`config.mk`:
```
export PLATFORM = sky130hd
export DESIGN_NAME = thumb_ldst_fault_address_sequencer
export DESIGN_NICKNAME = d
export VERILOG_FILES = /design/src/rtl/tlfas_pkg.sv /design/src/rtl/tlfas_dp.sv /design/src/rtl/tlfas_ctrl.sv /design/src/rtl/thumb_ldst_fault_address_sequencer.sv
export SDC_FILE = /design/constraint.sdc
export NUM_CORES = 1
export LEC_CHECK = 0
export ABC_CLOCK_PERIOD_IN_PS = 26000
export BUFFER_PORTS_ARGS = -buffer_cell sky130_fd_sc_hd__buf_2
export CAP_MARGIN = 5
export CORE_UTILIZATION = 45
export DETAILED_ROUTE_END_ITERATION = 6
export PLACE_DENSITY = 0.73
export REMOVE_ABC_BUFFERS = 1
export SETUP_SLACK_MARGIN = 0.4
export SYNTH_ARGS = -nofsm -noshare
export SYNTH_HDL_FRONTEND = slang
export SYNTH_SLANG_ARGS = --single-unit
```
`constraint.sdc`:
```
create_clock -name i_clk -period 26 [get_ports i_clk]
set_input_delay 5.2 -clock i_clk [delete_from_list [all_inputs] [get_ports i_clk]]
set_output_delay 5.2 -clock i_clk [all_outputs]
set_load 0.02 [all_outputs]
```
`src/rtl/tlfas_pkg.sv`:
```
// Shared types and codes for the Thumb load/store fault address sequencer.
// No dependencies; imported by the controller, datapath and top level.
`default_nettype none

package tlfas_pkg;

    // number of low registers presented with each instruction
    localparam int LOW_REG_COUNT = 8;
    localparam int REG_IDX_W     = $clog2(LOW_REG_COUNT);

    // result kinds
    localparam logic [2:0] KIND_PAGE      = 3'd0;
    localparam logic [2:0] KIND_STORE     = 3'd1;
    localparam logic [2:0] KIND_LOAD      = 3'd2;
    localparam logic [2:0] KIND_WRITEBACK = 3'd3;
    localparam logic [2:0] KIND_FAIL      = 3'd4;

    // opcode groups: top four bits of the 7-bit opcode (instruction bits 15:12)
    localparam logic [3:0] GRP_LDST_REG = 4'b0101;  // 0b0101'000
    localparam logic [3:0] GRP_IMM_WORD = 4'b0110;  // 0b0110'000
    localparam logic [3:0] GRP_IMM_BYTE = 4'b0111;  // 0b0111'000
    localparam logic [3:0] GRP_IMM_HALF = 4'b1000;  // 0b1000'000
    localparam logic [3:0] GRP_LDM_STM  = 4'b1100;  // 0b1100'000, LDM from 0b1100'100

    // controller to datapath
    typedef struct packed {
        logic capture;  // latch a new instruction beat
        logic emit;     // load the output register with the current result
        logic advance;  // step the register-list scan
    } t_dp_cmd;

    // datapath to controller
    typedef struct packed {
        logic need_emit;  // current step produces a result
        logic last;       // that result ends the instruction
    } t_dp_stat;

endpackage

`default_nettype wire

```
`src/rtl/tlfas_dp.sv`:
```
// Datapath: operand capture, register-list scan, address adder and result register.
// Depends on tlfas_pkg.
`default_nettype none

module tlfas_dp
    import tlfas_pkg::*;
(
    input  wire logic        i_clk,
    input  wire logic [15:0] i_instruction_word,
    input  wire logic [31:0] i_regs [LOW_REG_COUNT],
    input  wire t_dp_cmd     i_cmd,
    output t_dp_stat         o_stat,
    output logic [2:0]       o_result_kind,
    output logic [31:0]      o_access_address,
    output logic [2:0]       o_register_index,
    output logic [31:0]      o_store_value,
    output logic             o_advance_pc,
    output logic             o_last_result
);

    typedef enum logic [2:0] {
        CLS_SINGLE,
        CLS_STM,
        CLS_LDM,
        CLS_FAIL
    } t_op_class;

    // captured instruction context
    t_op_class              r_cls;
    logic [REG_IDX_W-1:0]   r_rt;
    logic [REG_IDX_W-1:0]   r_base;
    logic                   r_wb;
    logic [31:0]            r_addr;
    logic [31:0]            r_off;
    logic [LOW_REG_COUNT-1:0] r_list;
    logic [REG_IDX_W-1:0]   r_scan;
    logic [31:0]            r_vals [LOW_REG_COUNT];

    // decode of the incoming beat
    t_op_class              n_cls;
    logic [31:0]            n_addr;
    logic [31:0]            n_off;
    logic [4:0]             imm5;
    logic [REG_IDX_W-1:0]   in_rn;
    logic [REG_IDX_W-1:0]   in_rm;
    logic [REG_IDX_W-1:0]   in_base;

    assign imm5    = i_instruction_word[10:6];
    assign in_rn   = i_instruction_word[5:3];
    assign in_rm   = i_instruction_word[8:6];
    assign in_base = i_instruction_word[10:8];

    always_comb begin
        n_cls  = CLS_FAIL;
        n_addr = i_regs[in_rn];
        n_off  = 32'd0;
        unique case (i_instruction_word[15:12])
            GRP_LDST_REG: begin
                n_cls = CLS_SINGLE;
                n_off = i_regs[in_rm];
            end
            GRP_IMM_WORD: begin
                n_cls = CLS_SINGLE;
                n_off = {25'd0, imm5, 2'b00};
            end
            GRP_IMM_BYTE: begin
                n_cls = CLS_SINGLE;
                n_off = {27'd0, imm5};
            end
            GRP_IMM_HALF: begin
                n_cls = CLS_SINGLE;
                n_off = {26'd0, imm5, 1'b0};
            end
            GRP_LDM_STM: begin
                n_cls  = i_instruction_word[11] ? CLS_LDM : CLS_STM;
                n_addr = i_regs[in_base];
            end
            default: begin
                n_cls = CLS_FAIL;
            end
        endcase
    end

    // capture on accept, then shift the list and values down one place per scan step
    always_ff @(posedge i_clk) begin
        if (i_cmd.capture) begin
            r_cls  <= n_cls;
            r_rt   <= i_instruction_word[2:0];
            r_base <= in_base;
            r_wb   <= !i_instruction_word[11] || !i_instruction_word[in_base];
            r_addr <= n_addr;
            r_off  <= n_off;
            r_list <= (n_cls == CLS_STM || n_cls == CLS_LDM) ?
                      i_instruction_word[7:0] : '0;
            r_scan <= '0;
            for (int i = 0; i < LOW_REG_COUNT; i++) begin
                r_vals[i] <= i_regs[i];
            end
        end else if (i_cmd.advance && r_list != '0) begin
            r_list <= {1'b0, r_list[LOW_REG_COUNT-1:1]};
            r_scan <= r_scan + 1'b1;
            if (r_list[0]) begin
                r_addr <= r_addr + 32'd4;
            end
            for (int i = 0; i < LOW_REG_COUNT - 1; i++) begin
                r_vals[i] <= r_vals[i+1];
            end
        end
    end

    // result for the current step
    logic [2:0]  res_kind;
    logic [31:0] res_addr;
    logic [2:0]  res_reg;
    logic [31:0] res_value;
    logic        res_adv;
    logic        res_last;
    logic        need_emit;
    logic        list_tail_empty;

    assign list_tail_empty = (r_list[LOW_REG_COUNT-1:1] == '0);

    always_comb begin
        res_kind  = KIND_FAIL;
        res_addr  = 32'd0;
        res_reg   = 3'd0;
        res_value = 32'd0;
        res_adv   = 1'b0;
        res_last  = 1'b1;
        need_emit = 1'b1;
        case (r_cls)
            CLS_SINGLE: begin
                res_kind = KIND_PAGE;
                res_addr = r_addr + r_off;
                res_reg  = r_rt;
            end
            CLS_STM, CLS_LDM: begin
                if (r_list == '0) begin
                    res_kind = KIND_WRITEBACK;
                    res_addr = r_addr;
                    res_reg  = r_base;
                    res_adv  = 1'b1;
                end else begin
                    need_emit = r_list[0];
                    res_kind  = (r_cls == CLS_STM) ? KIND_STORE : KIND_LOAD;
                    res_addr  = r_addr;
                    res_reg   = r_scan;
                    res_value = (r_cls == CLS_STM) ? r_vals[0] : 32'd0;
                    res_last  = list_tail_empty && !r_wb;
                    res_adv   = res_last;
                end
            end
            default: begin
                res_kind = KIND_FAIL;
            end
        endcase
    end

    assign o_stat = {need_emit, res_last};

    // output register, loaded when the controller issues a result
    always_ff @(posedge i_clk) begin
        if (i_cmd.emit) begin
            o_result_kind    <= res_kind;
            o_access_address <= res_addr;
            o_register_index <= res_reg;
            o_store_value    <= res_value;
            o_advance_pc     <= res_adv;
            o_last_result    <= res_last;
        end
    end

endmodule

`default_nettype wire

```
`src/rtl/tlfas_ctrl.sv`:
```
// Controller: accepts instruction beats and paces result beats through the output register.
// Depends on tlfas_pkg.
`default_nettype none

module tlfas_ctrl
    import tlfas_pkg::*;
(
    input  wire logic i_clk,
    input  wire logic i_rst_n,
    input  wire logic i_valid,
    output logic      o_ready,
    output logic      o_valid,
    input  wire logic i_ready,
    input  wire t_dp_stat i_stat,
    output t_dp_cmd   o_cmd
);

    typedef enum logic {
        ST_IDLE,
        ST_RUN
    } t_state;

    t_state r_state;
    t_state n_state;
    logic   r_out_valid;
    logic   n_out_valid;
    logic   out_free;

    assign out_free = !r_out_valid || i_ready;
    assign o_ready  = (r_state == ST_IDLE);
    assign o_valid  = r_out_valid;

    // issue commands to the datapath
    always_comb begin
        o_cmd.capture = (r_state == ST_IDLE) && i_valid;
        o_cmd.emit    = (r_state == ST_RUN) && i_stat.need_emit && out_free;
        o_cmd.advance = (r_state == ST_RUN) && (!i_stat.need_emit || out_free);
    end

    // next state and output valid
    always_comb begin
        n_state     = r_state;
        n_out_valid = r_out_valid;
        if (r_out_valid && i_ready) begin
            n_out_valid = 1'b0;
        end
        if (o_cmd.emit) begin
            n_out_valid = 1'b1;
        end
        unique case (r_state)
            ST_IDLE: begin
                if (i_valid) begin
                    n_state = ST_RUN;
                end
            end
            ST_RUN: begin
                if (o_cmd.emit && i_stat.last) begin
                    n_state = ST_IDLE;
                end
            end
            default: begin
                n_state = ST_IDLE;
            end
        endcase
    end

    // hold state and output valid
    always_ff @(posedge i_clk) begin
        if (!i_rst_n) begin
            r_state     <= ST_IDLE;
            r_out_valid <= 1'b0;
        end else begin
            r_state     <= n_state;
            r_out_valid <= n_out_valid;
        end
    end

endmodule

`default_nettype wire

```
`src/rtl/thumb_ldst_fault_address_sequencer.sv`:
```
// Top level of the Thumb load/store fault address sequencer.
// Depends on tlfas_pkg, tlfas_ctrl and tlfas_dp.
//
// Usage: the input channel (i_valid / o_ready) carries one faulting Thumb
// halfword with the eight low registers per beat. The output channel
// (o_valid / i_ready) carries result beats; o_last_result marks the final
// beat of each instruction. Single loads and stores give one page request,
// unknown opcodes one unrecoverable beat, STM/LDM one beat per listed
// register then an optional base writeback.
// An accepted beat is captured into the datapath registers, then each
// result is loaded into the output register; clear list bits below the
// lowest set one are scanned before the first result. STM/LDM walk the
// register list one position per cycle while the receiver does not
// stall, then give the base writeback if any.
// One instruction is in flight at a time: o_ready is high only between
// instructions, and may rise while the last result still waits in the
// output register.
// Reset clears the controller and drops any pending result. A stalled
// receiver holds the output register; the walk waits at a set list bit.
`default_nettype none

module thumb_ldst_fault_address_sequencer
    import tlfas_pkg::*;
(
    input  wire logic        i_clk,
    input  wire logic        i_rst_n,
    input  wire logic        i_valid,
    output logic             o_ready,
    input  wire logic [15:0] i_instruction_word,
    input  wire logic [31:0] i_reg0_value,
    input  wire logic [31:0] i_reg1_value,
    input  wire logic [31:0] i_reg2_value,
    input  wire logic [31:0] i_reg3_value,
    input  wire logic [31:0] i_reg4_value,
    input  wire logic [31:0] i_reg5_value,
    input  wire logic [31:0] i_reg6_value,
    input  wire logic [31:0] i_reg7_value,
    output logic             o_valid,
    input  wire logic        i_ready,
    output logic [2:0]       o_result_kind,
    output logic [31:0]      o_access_address,
    output logic [2:0]       o_register_index,
    output logic [31:0]      o_store_value,
    output logic             o_advance_pc,
    output logic             o_last_result
);

    logic [31:0] regs [LOW_REG_COUNT];
    t_dp_cmd     cmd;
    t_dp_stat    stat;

    // gather the register beat
    assign regs[0] = i_reg0_value;
    assign regs[1] = i_reg1_value;
    assign regs[2] = i_reg2_value;
    assign regs[3] = i_reg3_value;
    assign regs[4] = i_reg4_value;
    assign regs[5] = i_reg5_value;
    assign regs[6] = i_reg6_value;
    assign regs[7] = i_reg7_value;

    tlfas_ctrl u_ctrl (
        .i_clk   (i_clk),
        .i_rst_n (i_rst_n),
        .i_valid (i_valid),
        .o_ready (o_ready),
        .o_valid (o_valid),
        .i_ready (i_ready),
        .i_stat  (stat),
        .o_cmd   (cmd)
    );

    tlfas_dp u_dp (
        .i_clk              (i_clk),
        .i_instruction_word (i_instruction_word),
        .i_regs             (regs),
        .i_cmd              (cmd),
        .o_stat             (stat),
        .o_result_kind      (o_result_kind),
        .o_access_address   (o_access_address),
        .o_register_index   (o_register_index),
        .o_store_value      (o_store_value),
        .o_advance_pc       (o_advance_pc),
        .o_last_result      (o_last_result)
    );

endmodule

`default_nettype wire
```
# --- After elaboration in Yosys (flattened, before gate mapping) ---
# Memories as Yosys holds them, arrays and structs flattened. A register that Yosys moved wholly into a read port is not among the register bits.
# Cells that the tools add are included.
word_totals:
  input_bits: 276
  n_memories: 1
  register_bits: 127
  mem_bits_rw: 256
classes:
  n_reduce_logical: 28
  bitwise: 13
  n_eq_ne: 9
  mux: 48
  n_lt_le_gt_ge: 4
  n_addsub: 3
mem_list:
  columns: ["memory", "depth", "word_bits", "rd", "rd_clocked_by_memory_dff", "wr", "line_no", "rtl"]
  rows:
  - ["u_dp.r_vals", 8, 32, 8, 1, 8, "tlfas_dp.sv:37", "logic [31:0] r_vals [LOW_REG_COUNT];"]
op_table:
  columns: ["op", "count"]
  rows:
  - ["32-bit 2-to-1 mux", 17]
  - ["32-bit binary-select mux with 3-bit select", 3]
  - ["32-bit one-hot mux with 4 select lines", 1]
  - ["32-bit one-hot mux with 2 select lines", 1]
  - ["32-bit by 3-bit adder with 32-bit output, second input constant", 1]
  - ["32-bit adder", 1]
  - ["8-bit 2-to-1 mux", 3]
  - ["3-bit one-hot mux with 2 select lines", 3]
  - ["1-bit 2-to-1 mux", 14]
  - ["4-bit by 3-bit equality test with 1-bit output, second input constant", 3]
  - ["4-bit greater-or-equal comparator, second input constant", 3]
  - ["3-bit NOT with 4-bit output", 3]
  - ["4-bit equality test, second input constant", 2]
  - ["1-bit logical AND", 8]
  - ["8-bit zero test", 1]
  - ["8-bit nonzero test", 1]
  - ["7-bit zero test", 1]
  - ["1-bit OR", 7]
  - ["3-bit by 1-bit equality test with 1-bit output, second input constant", 2]
  - ["3-bit by 2-bit equality test with 1-bit output, second input constant", 2]
  - ["3-bit 2-to-1 mux", 2]
  - ["2-bit nonzero test", 3]
  - ["1-bit zero test", 5]
  - ["3-bit by 5-bit < comparator with 1-bit output, second input constant", 1]
  - ["other kinds (11)", 17]

# --- Longest topological paths before layout ---
depth:
  ltp_word: 11
  depth_mapped: 12

# --- By module ---
# A second synthesis with hierarchy kept.
hier_totals:
  cells_unflattened: 1657
  hier_area_um2: 24606.1
by_module_without_submodules:
  columns: ["mod", "cells_per_inst", "area_per_inst_um2", "instances"]
  rows:
  - ["tlfas_dp", 1644, 24488.5, 1]
  - ["tlfas_ctrl", 13, 117.6, 1]

# --- Worst setup path before layout ---
# No wires, ideal clock.
synth_timing:
  path_type: "input to register"
  start: "input port i_ready"
  end: "register u_dp.r_list[0] (enable)"
  t_arrival_ps: 21599
  n_path_buf: 0
  required_time_ps: 24855
  cell_stages: 3
  setup_slack_ps: 3256
  cell_sequence: "nand2b_1 o21ai_0 o21ai_0"
synth_via:
  elab_chain_len: 5
synth_rtl:
  columns: ["item", "line_no", "rtl"]
  rows:
  - ["start, declared", "thumb_ldst_fault_address_sequencer.sv:39", "input wire logic i_ready,"]
  - ["1-bit logical OR", "tlfas_ctrl.sv:29", "assign out_free = !r_out_valid || i_ready;"]
  - ["1-bit logical OR", "tlfas_ctrl.sv:37", "o_cmd.advance = (r_state == ST_RUN) && (!i_stat.need_emit || out_free);"]
  - ["1-bit logical AND", "tlfas_ctrl.sv:37", null]
  - ["1-bit logical AND", "tlfas_dp.sv:99", "end else if (i_cmd.advance && r_list != '0) begin"]
  - ["2-bit nonzero test (no line)", null, null]
  - ["end signal, assigned", "tlfas_dp.sv:93", "r_list <= (n_cls == CLS_STM || n_cls == CLS_LDM) ?"]
  - ["end signal, assigned", "tlfas_dp.sv:100", "r_list <= {1'b0, r_list[LOW_REG_COUNT-1:1]};"]
  - ["end, declared", "tlfas_dp.sv:35", "logic [LOW_REG_COUNT-1:0] r_list;"]
# No other way between the ends.
# A chain may end at the register's enable or synchronous reset.

==> results.sh <==
export IMPL_wl_um=68100
export IMPL_synth_edff_count=409
export IMPL_syn_avg_cell_area_um2=14.3
export IMPL_startpoint_type="input pin"
export IMPL_maxCapViolCount=0
export IMPL_cts_tree="yes"
export IMPL_syn_area_um2=24400
export IMPL_worst_slew_margin_rel=0.178
export IMPL_finalMaxSlewViolations=0
export IMPL_async_flop_share=0
export IMPL_whs_path_depth=1
export IMPL_route_detailed_drc=0
export IMPL_hold_path_startpoint="u_dp.r_vals[0][9]$_DFFE_PP_"
export IMPL_synth_ff_type="edfxtp_1"
export IMPL_die_x_um=235
export IMPL_antenna_left=0
export IMPL_crit_chain="buf_2 > nand2b_1 > o21ai_0 > nor2_4 > buf_4 > buf_4 > mux2_2"
export IMPL_wl_per_cell_um=24.7
export IMPL_nNetsFinal=2328
export IMPL_place_gp_congestion=0.857
export IMPL_synthXorXnorAreaFrac=0.0201
export IMPL_synth_mux_area_frac=0.309
export IMPL_critPathLaunch="i_ready"
export IMPL_globalRouteOverflowTotal=0
export IMPL_cts_sinks=414
export IMPL_postCtsSetupRepairBufs=0
export IMPL_use_met1=0.345
export IMPL_vias=16845
export IMPL_cts_htree_levels=2
export IMPL_ys_seq_area_frac=0.507
export IMPL_post_cts_resized=0
export IMPL_seq_area_um2=12400
export IMPL_ff2ff_setup_slack_ps=22180
export IMPL_firstDrtPassIters=5
export IMPL_rsz0062_at_grt="false"
export IMPL_clk_latency_ps=580
export IMPL_power_leakage_nw=10.5
export IMPL_critPathMaxStageDelay_ps=730
export IMPL_mostFrequentLayoutCell="edfxtp_1"
export IMPL_period_minus_slack_ps=7840
export IMPL_area_delta_synth_final_pct=16.3
export IMPL_grt_pass1_wl_um=103000
export IMPL_r2r_end="u_dp.r_vals[0][4]$_DFFE_PP_"
export IMPL_rows=85
export IMPL_numCtsBuffers=48
export IMPL_grt_use_met3=0.0450
export IMPL_clock_skew_ps=22.7
export IMPL_antenna_found_initial=14
export IMPL_cts_path_max_buffers=3
export IMPL_synth_seq_cells=414
export IMPL_crit_end="u_dp.r_vals[0][4]$_DFFE_PP_"
export IMPL_dieArea_um2=55200
export IMPL_final_util=0.529
export IMPL_final_cell_count_no_fill=2754
export IMPL_grt_pass1_vias=16946
export IMPL_synth_top_family_by_area="multiplexers"
export IMPL_synth_cells=1709
export IMPL_synth_compound_area_share=0.0542
export IMPL_drive_gt1_frac=0.427
export IMPL_num_io_pins=350
export IMPL_worstSetupPathType="input pin to flip-flop"
export IMPL_finalHoldViolations=0
export IMPL_setup_tns_ps=0
export IMPL_power_mw=1.94
export IMPL_end_kind="flip-flop"
export IMPL_required_ps=26320
export IMPL_yosysWarnings=0
export IMPL_multi_input_area_um2=11600
export IMPL_yosys_area_share_simple=0.0705
export IMPL_holdWs_ps=507
export IMPL_vias_per_cell=6.12
export IMPL_nFillCells=4426
export IMPL_irDropWorstVdd_mv=0.0505
export IMPL_busiest_layer="met2"
export IMPL_holdBufCountCts=0
export IMPL_grt_max_degree=96
export IMPL_hold_class="flip-flop to flip-flop"
export IMPL_grt_util_met2=0.384
export IMPL_cp_max_fo=66
export IMPL_fp_coreArea_um2=53700
export IMPL_reg2reg_depth=9
export IMPL_synth_fa_ha_area_frac=0.0198
export IMPL_grt_total_usage=0.246
export IMPL_cellPowerDensity_nw_per_um2=68.2
export IMPL_dp_hpwl_um=43900
export IMPL_fmax_mhz=128
export IMPL_crit_path_top_delay_cell="buf_4"
export IMPL_outcome="finished clean"
export IMPL_placedCellCount=2660
export IMPL_tightest_slew_ps=1230
export IMPL_clk_pin_slew_ps=60
export IMPL_synth_cell_types=57
export IMPL_root_buffer="clkbuf_16"
export IMPL_drt_iter0_markers=1558
export IMPL_cp_common_cell="buf_4"
export IMPL_regToRegStartpoint="u_dp.r_cls[1]$_DFFE_PP_"
export IMPL_initial_core_util=0.455
export IMPL_die_y_um=235
export IMPL_arrival_ps=8150
export IMPL_placement_io_buffers=349
export IMPL_mostFrequentLayoutCells="edfxtp_1 (409), buf_2 (342), mux2_2 (225)"
export IMPL_fin_crit_sh=0.301
export IMPL_setup_viol=0
==> final cells by class <==
type | instances | area share
Clock inverter | 22 | 0.00749
Multi-Input combinational cell | 1169 | 0.409
Inverter | 12 | 0.00176
Clock buffer | 64 | 0.0469
Antenna cell | 8 | 0.000705
Sequential cell | 414 | 0.436
Timing Repair Buffer | 369 | 0.0675
Tap cell | 696 | 0.0307
==> cells by family (layout without fill, tap and decap cells) <==
| group | after synthesis | after routing |
|---|---|---|
| xor gates and xnor gates | 56 | 56 |
| muxes | 483 | 483 |
| AOI/OAI and AO/OA | 208 | 208 |
| and+or+nand+nor | 384 | 384 |
| buffers and inverters | 126 | 467 |
| other | 0 | 8 |
| DFF | 414 | 414 |
| adders and majority gates | 38 | 38 |
==> per-stage QoR <==
stage / cell area, µm² / worst slack (ps)
2_1_floorplan: 24000 / 3260
3_3_place_gp: 26800 / 17580
3_5_place_dp: 26800 / 17570
4_1_cts: 28400 / 18150
5_1_grt: 28400 / 17970
6_report: 28400 / 18160
==> Yosys cell counts, types with 3 or more instances <==
| cell type | count | area (µm²) |
|---|---|---|
| a211oi_1 | 8 | 60.1 |
| a21o_1 | 16 | 120 |
| a21oi_1 | 32 | 160 |
| a22o_1 | 9 | 78.8 |
| a22oi_1 | 4 | 30.0 |
| a31oi_1 | 4 | 25.0 |
| a32oi_1 | 3 | 26.3 |
| and2_1 | 35 | 219 |
| and3_1 | 8 | 50.1 |
| and4_1 | 4 | 35.0 |
| buf_1 | 22 | 82.6 |
| buf_2 | 3 | 15.0 |
| clkbuf_1 | 89 | 334 |
| dfxtp_1 | 5 | 100 |
| edfxtp_1 | 409 | 12300 |
| ha_1 | 37 | 463 |
| inv_1 | 11 | 41.3 |
| mux2_2 | 225 | 2530 |
| mux2i_1 | 64 | 641 |
| mux4_2 | 194 | 4370 |
| nand2_1 | 210 | 788 |
| nand2b_1 | 7 | 43.8 |
| nand3_1 | 28 | 140 |
| nand4_1 | 5 | 31.3 |
| nor2_1 | 56 | 210 |
| nor2b_1 | 12 | 75.1 |
| nor3_1 | 7 | 35.0 |
| o211ai_1 | 31 | 233 |
| o21a_1 | 4 | 30.0 |
| o21ai_0 | 76 | 380 |
| o22ai_1 | 3 | 18.8 |
| xnor2_1 | 26 | 228 |
| xor2_1 | 30 | 263 |
==> registers in the layout, indices dropped and copies added, names as in the netlist, 2 cells and up <==
name / cells
u_dp.r_vals: 256
u_dp.o_access_address: 32
u_dp.o_store_value: 32
u_dp.r_addr: 32
u_dp.r_off: 32
u_dp.r_list: 8
u_dp.o_register_index: 3
u_dp.o_result_kind: 3
u_dp.r_base: 3
u_dp.r_rt: 3
u_dp.r_scan: 3
u_dp.r_cls: 2
==> report_power, final <==
part	total [mW]	switching [mW]	internal [mW]
Clock	0.675	0.277	0.398
Combinational	0.389	0.215	0.174
Sequential	0.873	0.0330	0.840
==> worst max-delay path, delay by kind of cell <==
family | cells | cell delay, ps
muxes | 1 | 420
AOI/OAI and AO/OA | 1 | 270
buffers and inverters | 3 | 1250
and+or+nand+nor | 2 | 900
==> how the worst min path moves through the flow <==
stage | endpoint | slack [ps]
6_report | u_dp.o_store_value[9]$_SDFFCE_PP0P_ | 510
5_1_grt | u_dp.r_vals[6][1]$_DFFE_PP_ | 530
4_1_cts | u_dp.r_vals[6][1]$_DFFE_PP_ | 520
3_5_place_dp | u_dp.r_scan[2]$_SDFFE_PP0P_ | 500
3_3_place_gp | u_dp.r_vals[6][1]$_DFFE_PP_ | 490
2_1_floorplan | u_dp.r_scan[2]$_SDFFE_PP0P_ | 480
==> metal layers <==
metal	vias up	wire, µm
met5	-	69
met4	12	1780
met3	118	4870
met2	705	32300
met1	8602	29100
li1	7408	-
Power figures use the tool's default switching activity.
